===== config.mk =====
export PLATFORM = sky130hd
export DESIGN_NAME = k_way_run_merge_unit
export DESIGN_NICKNAME = d
export VERILOG_FILES = /design/src/rtl/core/kwm_pkg.sv /design/src/rtl/core/kwm_ctrl.sv /design/src/rtl/core/kwm_datapath.sv /design/src/rtl/core/k_way_run_merge_unit.sv
export SDC_FILE = /design/constraint.sdc
export NUM_CORES = 2
export LEC_CHECK = 0
export BUFFER_PORTS_ARGS = -buffer_cell sky130_fd_sc_hd__buf_2
export CORE_MARGIN = 2
export CORE_UTILIZATION = 30
export CTS_BUF_LIST = sky130_fd_sc_hd__clkbuf_2
export DETAILED_ROUTE_END_ITERATION = 10
export GPL_TIMING_DRIVEN = 0
export PLACE_DENSITY = 0.44
export SLEW_MARGIN = 5
export SYNTH_ARGS = -nofsm -noshare
export SYNTH_HDL_FRONTEND = slang
export SYNTH_SLANG_ARGS = --single-unit

===== constraint.sdc =====
create_clock -name clk -period 12.05 [get_ports clk]
set_clock_uncertainty 0.1 [all_clocks]
set_input_delay 0.6025 -clock clk [delete_from_list [all_inputs] [get_ports clk]]
set_output_delay 0.6025 -clock clk [all_outputs]
set_load 0.03 [all_outputs]

===== src/rtl/core/kwm_pkg.sv =====
// ----------------------------------------------------------------------------
// kwm_pkg: shared types and constants of the k-way run merge unit
// Sizes of the run buffers, field widths and the controller/datapath
// command and status groups.
// ----------------------------------------------------------------------------
`default_nettype none

package kwm_pkg;

	localparam int MAX_RUNS    = 8;
	localparam int FIFO_DEPTH  = 4;
	localparam int VALUE_W     = 32;
	localparam int MAX_RESULTS = 32;

	localparam int RUN_W  = $clog2(MAX_RUNS);
	localparam int ACT_W  = $clog2(MAX_RUNS + 1);
	localparam int PTR_W  = (FIFO_DEPTH > 1) ? $clog2(FIFO_DEPTH) : 1;
	localparam int FILL_W = $clog2(FIFO_DEPTH + 1);
	localparam int CFG_W  = 4;
	localparam int CNT_W  = $clog2(MAX_RESULTS + 1);
	localparam int TREE_N = 1 << RUN_W;

	localparam logic [CFG_W-1:0]   RUNS_RESET = CFG_W'(2);
	localparam logic [VALUE_W-1:0] SIGN_FLIP  = {1'b1, {(VALUE_W - 1){1'b0}}};

	typedef enum logic {
		S_IDLE,
		S_EVAL
	} kwm_state_t;

	// controller -> datapath
	typedef struct packed {
		logic accept;    // apply the input beat (store/close or stage a rejection)
		logic pop;       // pop the smallest head into the pending slot
		logic clear;     // clear fill levels and closed flags
		logic load_out;  // move the pending result into the output register
		logic out_last;  // burst_last for the result being moved
	} dp_cmd_t;

	// datapath -> controller
	typedef struct packed {
		logic reject;    // input beat is rejected
		logic blocked;   // an open run in use has no head
		logic any_head;  // some run in use has a head
		logic all_done;  // popping now drains the whole merge
		logic out_free;  // output register can take a result this cycle
	} dp_sts_t;

endpackage

`default_nettype wire


===== src/rtl/core/kwm_ctrl.sv =====
// ----------------------------------------------------------------------------
// kwm_ctrl: merge controller
// Sequences one input beat: apply it, then pop heads until the merge blocks,
// drains or hits the per-beat result limit, one per cycle as output allows.
// ----------------------------------------------------------------------------
`default_nettype none

module kwm_ctrl (
	input  wire  logic              clk,
	input  wire  logic              arst_n,
	input  wire  logic              in_valid,
	output logic                    in_ready,
	input  wire  kwm_pkg::dp_sts_t  sts,
	output kwm_pkg::dp_cmd_t        cmd
);

	import kwm_pkg::*;

	kwm_state_t        state_q, state_d;
	logic              pend_valid_q, pend_valid_d;
	logic [CNT_W-1:0]  cnt_q, cnt_d;
	logic              limit;
	logic              stop;

	// state and counters
	always_ff @(posedge clk or negedge arst_n) begin
		if (!arst_n) begin
			state_q      <= S_IDLE;
			pend_valid_q <= 1'b0;
			cnt_q        <= '0;
		end else begin
			state_q      <= state_d;
			pend_valid_q <= pend_valid_d;
			cnt_q        <= cnt_d;
		end
	end

	// next state and commands
	always_comb begin
		state_d      = state_q;
		pend_valid_d = pend_valid_q;
		cnt_d        = cnt_q;
		cmd          = '0;
		in_ready     = 1'b0;
		limit        = (cnt_q == CNT_W'(MAX_RESULTS));
		stop         = limit || sts.blocked || !sts.any_head;
		case (state_q)
			S_IDLE: begin
				in_ready = 1'b1;
				if (in_valid) begin
					cmd.accept   = 1'b1;
					pend_valid_d = sts.reject;
					cnt_d        = sts.reject ? CNT_W'(1) : '0;
					state_d      = S_EVAL;
				end
			end
			S_EVAL: begin
				// a held result leaves only when we know whether it is the last
				if (!pend_valid_q || sts.out_free) begin
					cmd.load_out = pend_valid_q;
					cmd.out_last = stop;
					if (stop) begin
						cmd.clear    = !limit && !sts.blocked && !sts.any_head;
						pend_valid_d = 1'b0;
						state_d      = S_IDLE;
					end else begin
						cmd.pop      = 1'b1;
						cmd.clear    = sts.all_done;
						pend_valid_d = 1'b1;
						cnt_d        = cnt_q + CNT_W'(1);
					end
				end
			end
			default: begin
				state_d      = S_IDLE;
				pend_valid_d = 1'b0;
			end
		endcase
	end

	// checks
	a_load_needs_room: assert property (@(posedge clk) disable iff (!arst_n)
		cmd.load_out |-> sts.out_free)
		else $error("result moved into a busy output register");

	a_cnt_bounded: assert property (@(posedge clk) disable iff (!arst_n)
		cnt_q <= CNT_W'(MAX_RESULTS))
		else $error("result count beyond limit");

	a_idle_no_pending: assert property (@(posedge clk) disable iff (!arst_n)
		(state_q == S_IDLE) |-> !pend_valid_q)
		else $error("pending result left behind in idle");

	a_drain_blocks: assert property (@(posedge clk) disable iff (!arst_n)
		(cmd.pop && sts.all_done) |=> sts.blocked)
		else $error("merge not blocked after final element");

endmodule

`default_nettype wire


===== src/rtl/core/kwm_datapath.sv =====
// ----------------------------------------------------------------------------
// kwm_datapath: run buffers, head selection and result registers
// Per-run shift FIFOs keep the head at slot zero; a compare tree picks the
// smallest head, lowest run on a tie.
// ----------------------------------------------------------------------------
`default_nettype none

module kwm_datapath (
	input  wire  logic                          clk,
	input  wire  logic                          arst_n,
	input  wire  logic                          cfg_we,
	input  wire  logic [kwm_pkg::CFG_W-1:0]     cfg_wdata,
	input  wire  logic [kwm_pkg::RUN_W-1:0]     run_index,
	input  wire  logic                          has_value,
	input  wire  logic signed [kwm_pkg::VALUE_W-1:0] element,
	input  wire  logic                          ends_run,
	input  wire  kwm_pkg::dp_cmd_t              cmd,
	output kwm_pkg::dp_sts_t                    sts,
	output logic                                out_valid,
	input  wire  logic                          out_ready,
	output logic signed [kwm_pkg::VALUE_W-1:0]  merged_value,
	output logic [kwm_pkg::RUN_W-1:0]           source_run,
	output logic                                merge_done,
	output logic                                dropped,
	output logic                                burst_last
);

	import kwm_pkg::*;

	typedef struct packed {
		logic               vld;
		logic [VALUE_W-1:0] key;
		logic [RUN_W-1:0]   idx;
	} cand_t;

	typedef struct packed {
		logic [VALUE_W-1:0] value;
		logic [RUN_W-1:0]   src;
		logic               done;
		logic               drop;
	} result_t;

	logic [CFG_W-1:0]   runs_q;
	logic [ACT_W-1:0]   k_act;
	logic [FILL_W-1:0]  fill_q [MAX_RUNS];
	logic [MAX_RUNS-1:0] closed_q;
	logic [VALUE_W-1:0] store_q [MAX_RUNS][FIFO_DEPTH];
	logic               out_valid_q;
	result_t            pend_q;
	cand_t              node [1:2*TREE_N-1];
	logic [RUN_W-1:0]   best;
	logic               post_empty;

	// runs in use, clamped to 1 .. MAX_RUNS
	always_comb begin
		if (runs_q == '0)
			k_act = ACT_W'(1);
		else if (int'(runs_q) > MAX_RUNS)
			k_act = ACT_W'(MAX_RUNS);
		else
			k_act = ACT_W'(runs_q);
	end

	// head compare tree, ties keep the left (lower) run
	always_comb begin
		for (int n = 1; n < 2 * TREE_N; n++)
			node[n] = '0;
		for (int i = 0; i < TREE_N; i++) begin
			if (i < MAX_RUNS) begin
				node[TREE_N + i].vld = (i < int'(k_act)) && (fill_q[i] != '0);
				node[TREE_N + i].key = store_q[i][0] ^ SIGN_FLIP;
				node[TREE_N + i].idx = RUN_W'(i);
			end
		end
		for (int n = TREE_N - 1; n >= 1; n--) begin
			if (node[2*n+1].vld && (!node[2*n].vld || (node[2*n+1].key < node[2*n].key)))
				node[n] = node[2*n+1];
			else
				node[n] = node[2*n];
		end
	end

	assign best = node[1].idx;

	// status: rejection of the current input beat, head and output room,
	// blocking runs and drain check after a pop of best
	always_comb begin
		sts.reject   = (int'(run_index) >= int'(k_act)) || closed_q[run_index] ||
			(has_value && (fill_q[run_index] == FILL_W'(FIFO_DEPTH)));
		sts.any_head = node[1].vld;
		sts.out_free = !out_valid_q || out_ready;
		sts.blocked  = 1'b0;
		sts.all_done = 1'b1;
		post_empty   = 1'b0;
		for (int i = 0; i < MAX_RUNS; i++) begin
			post_empty = (fill_q[i] == '0) ||
				((RUN_W'(i) == best) && (fill_q[i] == FILL_W'(1)));
			if (i < int'(k_act)) begin
				if ((fill_q[i] == '0) && !closed_q[i])
					sts.blocked = 1'b1;
				if (!post_empty || !closed_q[i])
					sts.all_done = 1'b0;
			end
		end
	end

	// config register, fill levels, closed flags, output valid
	always_ff @(posedge clk or negedge arst_n) begin
		if (!arst_n) begin
			runs_q      <= RUNS_RESET;
			closed_q    <= '0;
			out_valid_q <= 1'b0;
			for (int i = 0; i < MAX_RUNS; i++)
				fill_q[i] <= '0;
		end else begin
			if (cfg_we)
				runs_q <= cfg_wdata;
			if (cmd.clear) begin
				closed_q <= '0;
				for (int i = 0; i < MAX_RUNS; i++)
					fill_q[i] <= '0;
			end else if (cmd.pop) begin
				fill_q[best] <= fill_q[best] - FILL_W'(1);
			end else if (cmd.accept && !sts.reject) begin
				if (has_value)
					fill_q[run_index] <= fill_q[run_index] + FILL_W'(1);
				if (ends_run)
					closed_q[run_index] <= 1'b1;
			end
			if (cmd.load_out)
				out_valid_q <= 1'b1;
			else if (out_ready)
				out_valid_q <= 1'b0;
		end
	end

	// run storage: write at the tail, shift toward slot zero on pop
	always_ff @(posedge clk) begin
		if (cmd.accept && !sts.reject && has_value)
			store_q[run_index][fill_q[run_index][PTR_W-1:0]] <= element;
		if (cmd.pop) begin
			for (int j = 0; j < FIFO_DEPTH - 1; j++)
				store_q[best][j] <= store_q[best][j+1];
		end
	end

	// pending result and output register payload
	always_ff @(posedge clk) begin
		if (cmd.accept) begin
			pend_q.value <= '0;
			pend_q.src   <= run_index;
			pend_q.done  <= 1'b0;
			pend_q.drop  <= 1'b1;
		end else if (cmd.pop) begin
			pend_q.value <= node[1].key ^ SIGN_FLIP;
			pend_q.src   <= best;
			pend_q.done  <= sts.all_done;
			pend_q.drop  <= 1'b0;
		end
		if (cmd.load_out) begin
			merged_value <= pend_q.value;
			source_run   <= pend_q.src;
			merge_done   <= pend_q.done;
			dropped      <= pend_q.drop;
			burst_last   <= cmd.out_last;
		end
	end

	assign out_valid = out_valid_q;

endmodule

`default_nettype wire


===== src/rtl/core/k_way_run_merge_unit.sv =====
// ----------------------------------------------------------------------------
// k_way_run_merge_unit: merges up to eight ascending runs into one stream
// Flow: a beat is taken in idle; a rejection result moves from the pending slot
//   into the output register, and each merged element is popped into the
//   pending slot and then moved on to the output register. A new beat is taken
//   only back in idle; heads are popped one per cycle while the output is free.
// Reset: asynchronous; clears fill levels, closed flags and handshakes,
//   runs_in_use returns to 2; run storage is left as is.
// ----------------------------------------------------------------------------
`default_nettype none

module k_way_run_merge_unit (
	input  wire  logic                               clk,
	input  wire  logic                               arst_n,
	input  wire  logic                               cfg_we,
	input  wire  logic [kwm_pkg::CFG_W-1:0]          cfg_wdata,
	input  wire  logic                               in_valid,
	output logic                                     in_ready,
	input  wire  logic [kwm_pkg::RUN_W-1:0]          run_index,
	input  wire  logic                               has_value,
	input  wire  logic signed [kwm_pkg::VALUE_W-1:0] element,
	input  wire  logic                               ends_run,
	output logic                                     out_valid,
	input  wire  logic                               out_ready,
	output logic signed [kwm_pkg::VALUE_W-1:0]       merged_value,
	output logic [kwm_pkg::RUN_W-1:0]                source_run,
	output logic                                     merge_done,
	output logic                                     dropped,
	output logic                                     burst_last
);

	import kwm_pkg::*;

	dp_cmd_t cmd;
	dp_sts_t sts;

	// sequencer
	kwm_ctrl u_ctrl (
		.clk      (clk),
		.arst_n   (arst_n),
		.in_valid (in_valid),
		.in_ready (in_ready),
		.sts      (sts),
		.cmd      (cmd)
	);

	// buffers, compare tree, result registers
	kwm_datapath u_dp (
		.clk          (clk),
		.arst_n       (arst_n),
		.cfg_we       (cfg_we),
		.cfg_wdata    (cfg_wdata),
		.run_index    (run_index),
		.has_value    (has_value),
		.element      (element),
		.ends_run     (ends_run),
		.cmd          (cmd),
		.sts          (sts),
		.out_valid    (out_valid),
		.out_ready    (out_ready),
		.merged_value (merged_value),
		.source_run   (source_run),
		.merge_done   (merge_done),
		.dropped      (dropped),
		.burst_last   (burst_last)
	);

endmodule

`default_nettype wire

==> impl.org <==
** STA
- Setup Total Neg Slack :: 0 ns
- Post-route clock period utilization :: 0.977
- Hold timing on the final database bottoms out at a slack of between 0.15 and 0.2 ns.
- Setup violations remaining at the end of the flow were counted as 0.
- The total count of hold-check failures in the final report came to 0.
- Subtracting the final worst setup slack from the clock period gives ~12 ns.
- Setup repair after global routing missed its margin :: true
- The max-slew violation total from the final report is 0.
- Based on the critical path, the design can be clocked at up to 0.0850 GHz.
- In this run the tightest slew margin relative to its limit is 0.171.
- Tightest Pin Transition :: ~1.2 ns

** Drt
- After detailed routing, the average wire length per cell comes to around 26 microns.
- The detailed router finished its first iteration with roughly 3,500 violations.
- Average via count per standard cell :: between 5 and 6
- Summing over every cut layer, the via total after detailed routing is between 30,000 and 40,000.
- Number of detailed-route iterations in the first pass :: 9
- After detailed routing, the number of remaining DRC violations is 0.
- Summed over all layers, the routed wires come to roughly 170,000 microns.
- The detail route stage leaves a number of antenna-violating nets equal to 0.

** Clocking
- For this design, the sink count on the clock tree is 1,144.
- Maximum buffer depth of the clock tree :: 4
- Clock tree synthesis inserted a total of about 320 buffers.
- # H-tree levels :: 5
- The tree is rooted in a sky130_fd_sc_hd__clkbuf_2.
- Clk_lat worst skew :: approximately 1.7 ns
- CTS tree :: yes
- After clock tree synthesis, the clock-pin slew on the worst setup and hold paths is 0.12 ns.

** Floorplan
- Pin placement for this block handled 86 I/O pins.
- Core area :: 167,000 sq um
- Full die area :: roughly 170,000 sq um
- The floorplan step set the die width to ~410 microns.
- Measured along the y axis, the die boundary spans around 410 microns.
- Initial Utilization :: 0.301
- Row count :: 150

** Critical path
- Slowest cell on the critical path :: sky130_fd_sc_hd__or4_1
- Counting stages on the worst path, the most repeated cell is sky130_fd_sc_hd__buf_2.
- By startpoint and endpoint, the worst setup path is classified as reg -> reg.
- Last element of the critical path :: u_dp.store_q[3][118]$_DFFE_PP_
- STA puts the critical path data arrival time at around 13 ns.
- Origin of the critical flop-to-flop path :: u_dp.store_q[7][125]$_DFFE_PP_
- For the worst setup path, the data required time is 13.28 ns.
- STA classifies the critical path endpoint as a flop.
- For this run, the slowest stage of the critical path takes approximately 0.64 ns.
- CP startpoint kind :: flop
- Worst reg2reg setup slack :: ~0.28 ns
- The critical path starts at u_dp.store_q[7][125]$_DFFE_PP_.
- Along the worst path, the maximum fanout reaches 10.
- The worst register-to-register path ends at u_dp.store_q[3][118]$_DFFE_PP_.
- Number of cells on the worst reg-to-reg path :: 36

** Logic synthesis
- Syn nets :: approximately 3,800
- Synthesis-stage register bit count :: 1,144
- By instance count, the leading cell after synthesis is sky130_fd_sc_hd__edfxtp_1.
- Warnings, synthesis :: 0
- The synthesized netlist occupies a cell area of 50,300 sq um.
- Among all flip-flop cells after synthesis, the most frequent one is sky130_fd_sc_hd__edfxtp_1.
- The share of the Yosys chip area taken by registers is 0.672.
- Commonest cells in the netlist :: 1,065 x sky130_fd_sc_hd__edfxtp_1, 283 x sky130_fd_sc_hd__nand2_1, 227 x sky130_fd_sc_hd__ha_1
- Biggest area consumer among synthesized cells :: sky130_fd_sc_hd__edfxtp_1
- The share of synthesized area in the top cell type comes to 0.636.
- Synth top area cells :: sky130_fd_sc_hd__edfxtp_1 64%, sky130_fd_sc_hd__ha_1 5.6%, sky130_fd_sc_hd__a222oi_1 3.7%
- Synthesized instance count :: roughly 3,600
- Number of enable-type register cells in the synthesized netlist :: 1,065
- Synthesized area divided by synthesized cell count :: roughly 14 sq um
- The synthesized netlist contains slightly below 90 unique library cells.
- For this run, asynchronously set or reset flops after synthesis account for 0.0393.

** Placed design
- Half-perimeter wire length of the detailed placement result :: 122,000 microns
- In this run the cell area measured after placement is ~54,000 sq um.
- Number of port buffers :: 85
- Routability-driven placement congestion ratio :: about 0.91

** Finish
- Sequential standard cell area :: 33,800 sq um
- FILL cells :: roughly 16,000
- Ratio of cells with drive above 1 in the final layout :: 0.214
- At the end of the flow, the number of nets in the layout was roughly 4,400.
- After routing the design area is about 59,000 sq um.
- Area Overhead vs Synth :: 17.7%
- Multi-input gate area in the final layout :: roughly 16,000 sq um

** Global route
- Entering global routing, the biggest net connects 46 pins.
- Initial antenna violation count :: 6
- Tot GR Track Use :: 0.200
- The global routing stage identified its most utilized layer as met2.
- Global route total overflow :: 0
- For this run, global-route usage on met1 was measured as 0.263.
- The first global-routing pass estimated 245,000 microns of wire.
- For this run, global-route usage on met3 was measured as 0.0377.
- The number of global-route vias before repair is approximately 34,000.
- Met2 track demand over resource :: 0.327

** Min path
- In this run the most critical hold path is launched from element[17].
- The path class of the tightest hold or removal check is in -> reg.

** Outcome
- Result of the run :: complete, no violations

** Flow run
- The tool flagged a number of max-cap violations equal to 0.
-- metrics by stage --
stage | instances | util | setup slack (ns)
after floorplan | 3569 | - | 2.44
after global placement | 5858 | 0.320 | -4.59
after detailed placement | 5894 | 0.326 | -2.97
after CTS | 6514 | 0.352 | 0.00333
after global routing | 6555 | 0.355 | 0.00644
final | 6559 | 0.355 | 0.278
-- metal layers --
metal	wire [microns]	vias to the layer above
li1	-	15400
met4	6140	0
met1	74900	17100
met5	0	-
met3	9980	327
met2	81600	1219
-- layout make-up --
| cell class | count | share of cell area |
|---|---|---|
| clock buffers | 461 | 0.0390 |
| repair buffers | 247 | 0.0404 |
| plain buffers | 177 | 0.0138 |
| diodes | 15 | 0.000634 |
| inverters | 208 | 0.0132 |
| clock inverters | 65 | 0.00516 |
| multi-input cells | 2038 | 0.270 |
| well taps | 2204 | 0.0466 |
| flip-flops and latches | 1144 | 0.571 |
-- logic make-up (layout without fill, tap and decap cells) --
kind of cell / after synthesis / after routing / synth area share
compound gates: 895 / 895 / 0.129
xor+xnor: 6 / 6 / 0.00119
fa+ha+maj: 227 / 227 / 0.0565
buf+inv: 387 / 1158 / 0.0301
flops: 1144 / 1144 / 0.672
mux: 229 / 229 / 0.0502
other cells: 0 / 15 / 0
simple gates: 681 / 681 / 0.0606
-- flip-flops by register name, indices dropped and copies added, names as in the netlist --
name	count
u_ctrl.cnt_q	6
u_dp.dropped	1
u_dp.merged_value	32
u_dp.fill_q	24
u_dp.pend_q	37
u_dp.runs_q	4
u_ctrl.pend_valid_q	1
u_ctrl.state_q	1
u_dp.store_q	1024
u_dp.merge_done	1
u_dp.closed_q	8
u_dp.burst_last	1
u_dp.source_run	3
u_dp.out_valid	1
-- worst min-delay path by stage --
| stage | cells past startpoint | slack, ns | to |
|---|---|---|---|
| 2_1_floorplan | 0 | 0.21 | u_ctrl.cnt_q[0]$_DFFE_PN0P_ |
| 3_3_place_gp | 0 | 0.31 | u_dp.source_run[2]$_DFFE_PP_ |
| 3_5_place_dp | 0 | 0.31 | u_dp.source_run[1]$_DFFE_PP_ |
| 4_1_cts | 4 | 0.0005 | u_dp.store_q[0][17]$_DFFE_PP_ |
| 5_1_grt | 4 | 0.0008 | u_dp.store_q[2][81]$_DFFE_PP_ |
| 6_report | 4 | 0.18 | u_dp.store_q[5][17]$_DFFE_PP_ |
-- worst max-delay path, delay by kind of cell, from the launching register on --
family,cells,cell delay (ns)
AND/OR/NAND/NOR,10,3.62
buffers and inverters,8,2.61
AO/OA/AOI/OAI,15,3.56
flip-flops,1,0.43
adder cells (fa/ha/maj),3,1.01
-- what timing repair did --
item | in CTS | in global routing
setup endpoints to repair | 1860 | 1802
buffers inserted | 6 | 32
hold buffers | 88 | 0
pin swaps | 4 | 18
endpoints found under the hold margin | 1405 | 0
resized for setup | 148 | 53
-- layout by cell type (no fill, tap or decap), types with 10 or more instances in the layout --
master and instances:
sky130_fd_sc_hd__inv_1 207, sky130_fd_sc_hd__nand2b_1 16, sky130_fd_sc_hd__dfxtp_1 34, sky130_fd_sc_hd__diode_2 15, sky130_fd_sc_hd__a21o_1 24, sky130_fd_sc_hd__nand3_1 28, sky130_fd_sc_hd__clkbuf_2 513, sky130_fd_sc_hd__o21a_1 43
sky130_fd_sc_hd__o22a_1 17, sky130_fd_sc_hd__nor2_4 33, sky130_fd_sc_hd__a31oi_1 12, sky130_fd_sc_hd__clkinv_1 48, sky130_fd_sc_hd__o21ai_0 127, sky130_fd_sc_hd__buf_12 38, sky130_fd_sc_hd__o221ai_4 11, sky130_fd_sc_hd__ha_1 227
sky130_fd_sc_hd__and2_1 23, sky130_fd_sc_hd__clkbuf_1 71, sky130_fd_sc_hd__mux2_1 108, sky130_fd_sc_hd__a211oi_1 10, sky130_fd_sc_hd__mux2_2 48, sky130_fd_sc_hd__buf_2 128, sky130_fd_sc_hd__a2bb2oi_1 23, sky130_fd_sc_hd__a221o_1 19
sky130_fd_sc_hd__a21oi_1 203, sky130_fd_sc_hd__nand2_1 281, sky130_fd_sc_hd__buf_4 34, sky130_fd_sc_hd__mux2i_1 70, sky130_fd_sc_hd__dlygate4sd3_1 87, sky130_fd_sc_hd__nand4_1 40, sky130_fd_sc_hd__o21ai_1 38, sky130_fd_sc_hd__nor2_1 161
sky130_fd_sc_hd__dfrtp_1 44, sky130_fd_sc_hd__or3_1 13, sky130_fd_sc_hd__o221ai_2 41, sky130_fd_sc_hd__edfxtp_1 1065, sky130_fd_sc_hd__a222oi_1 188, sky130_fd_sc_hd__nor3_1 24, sky130_fd_sc_hd__o21ai_2 12
Power is not shown: default switching activity piles up to over one toggle a cycle in this logic, so the estimate is an artifact.
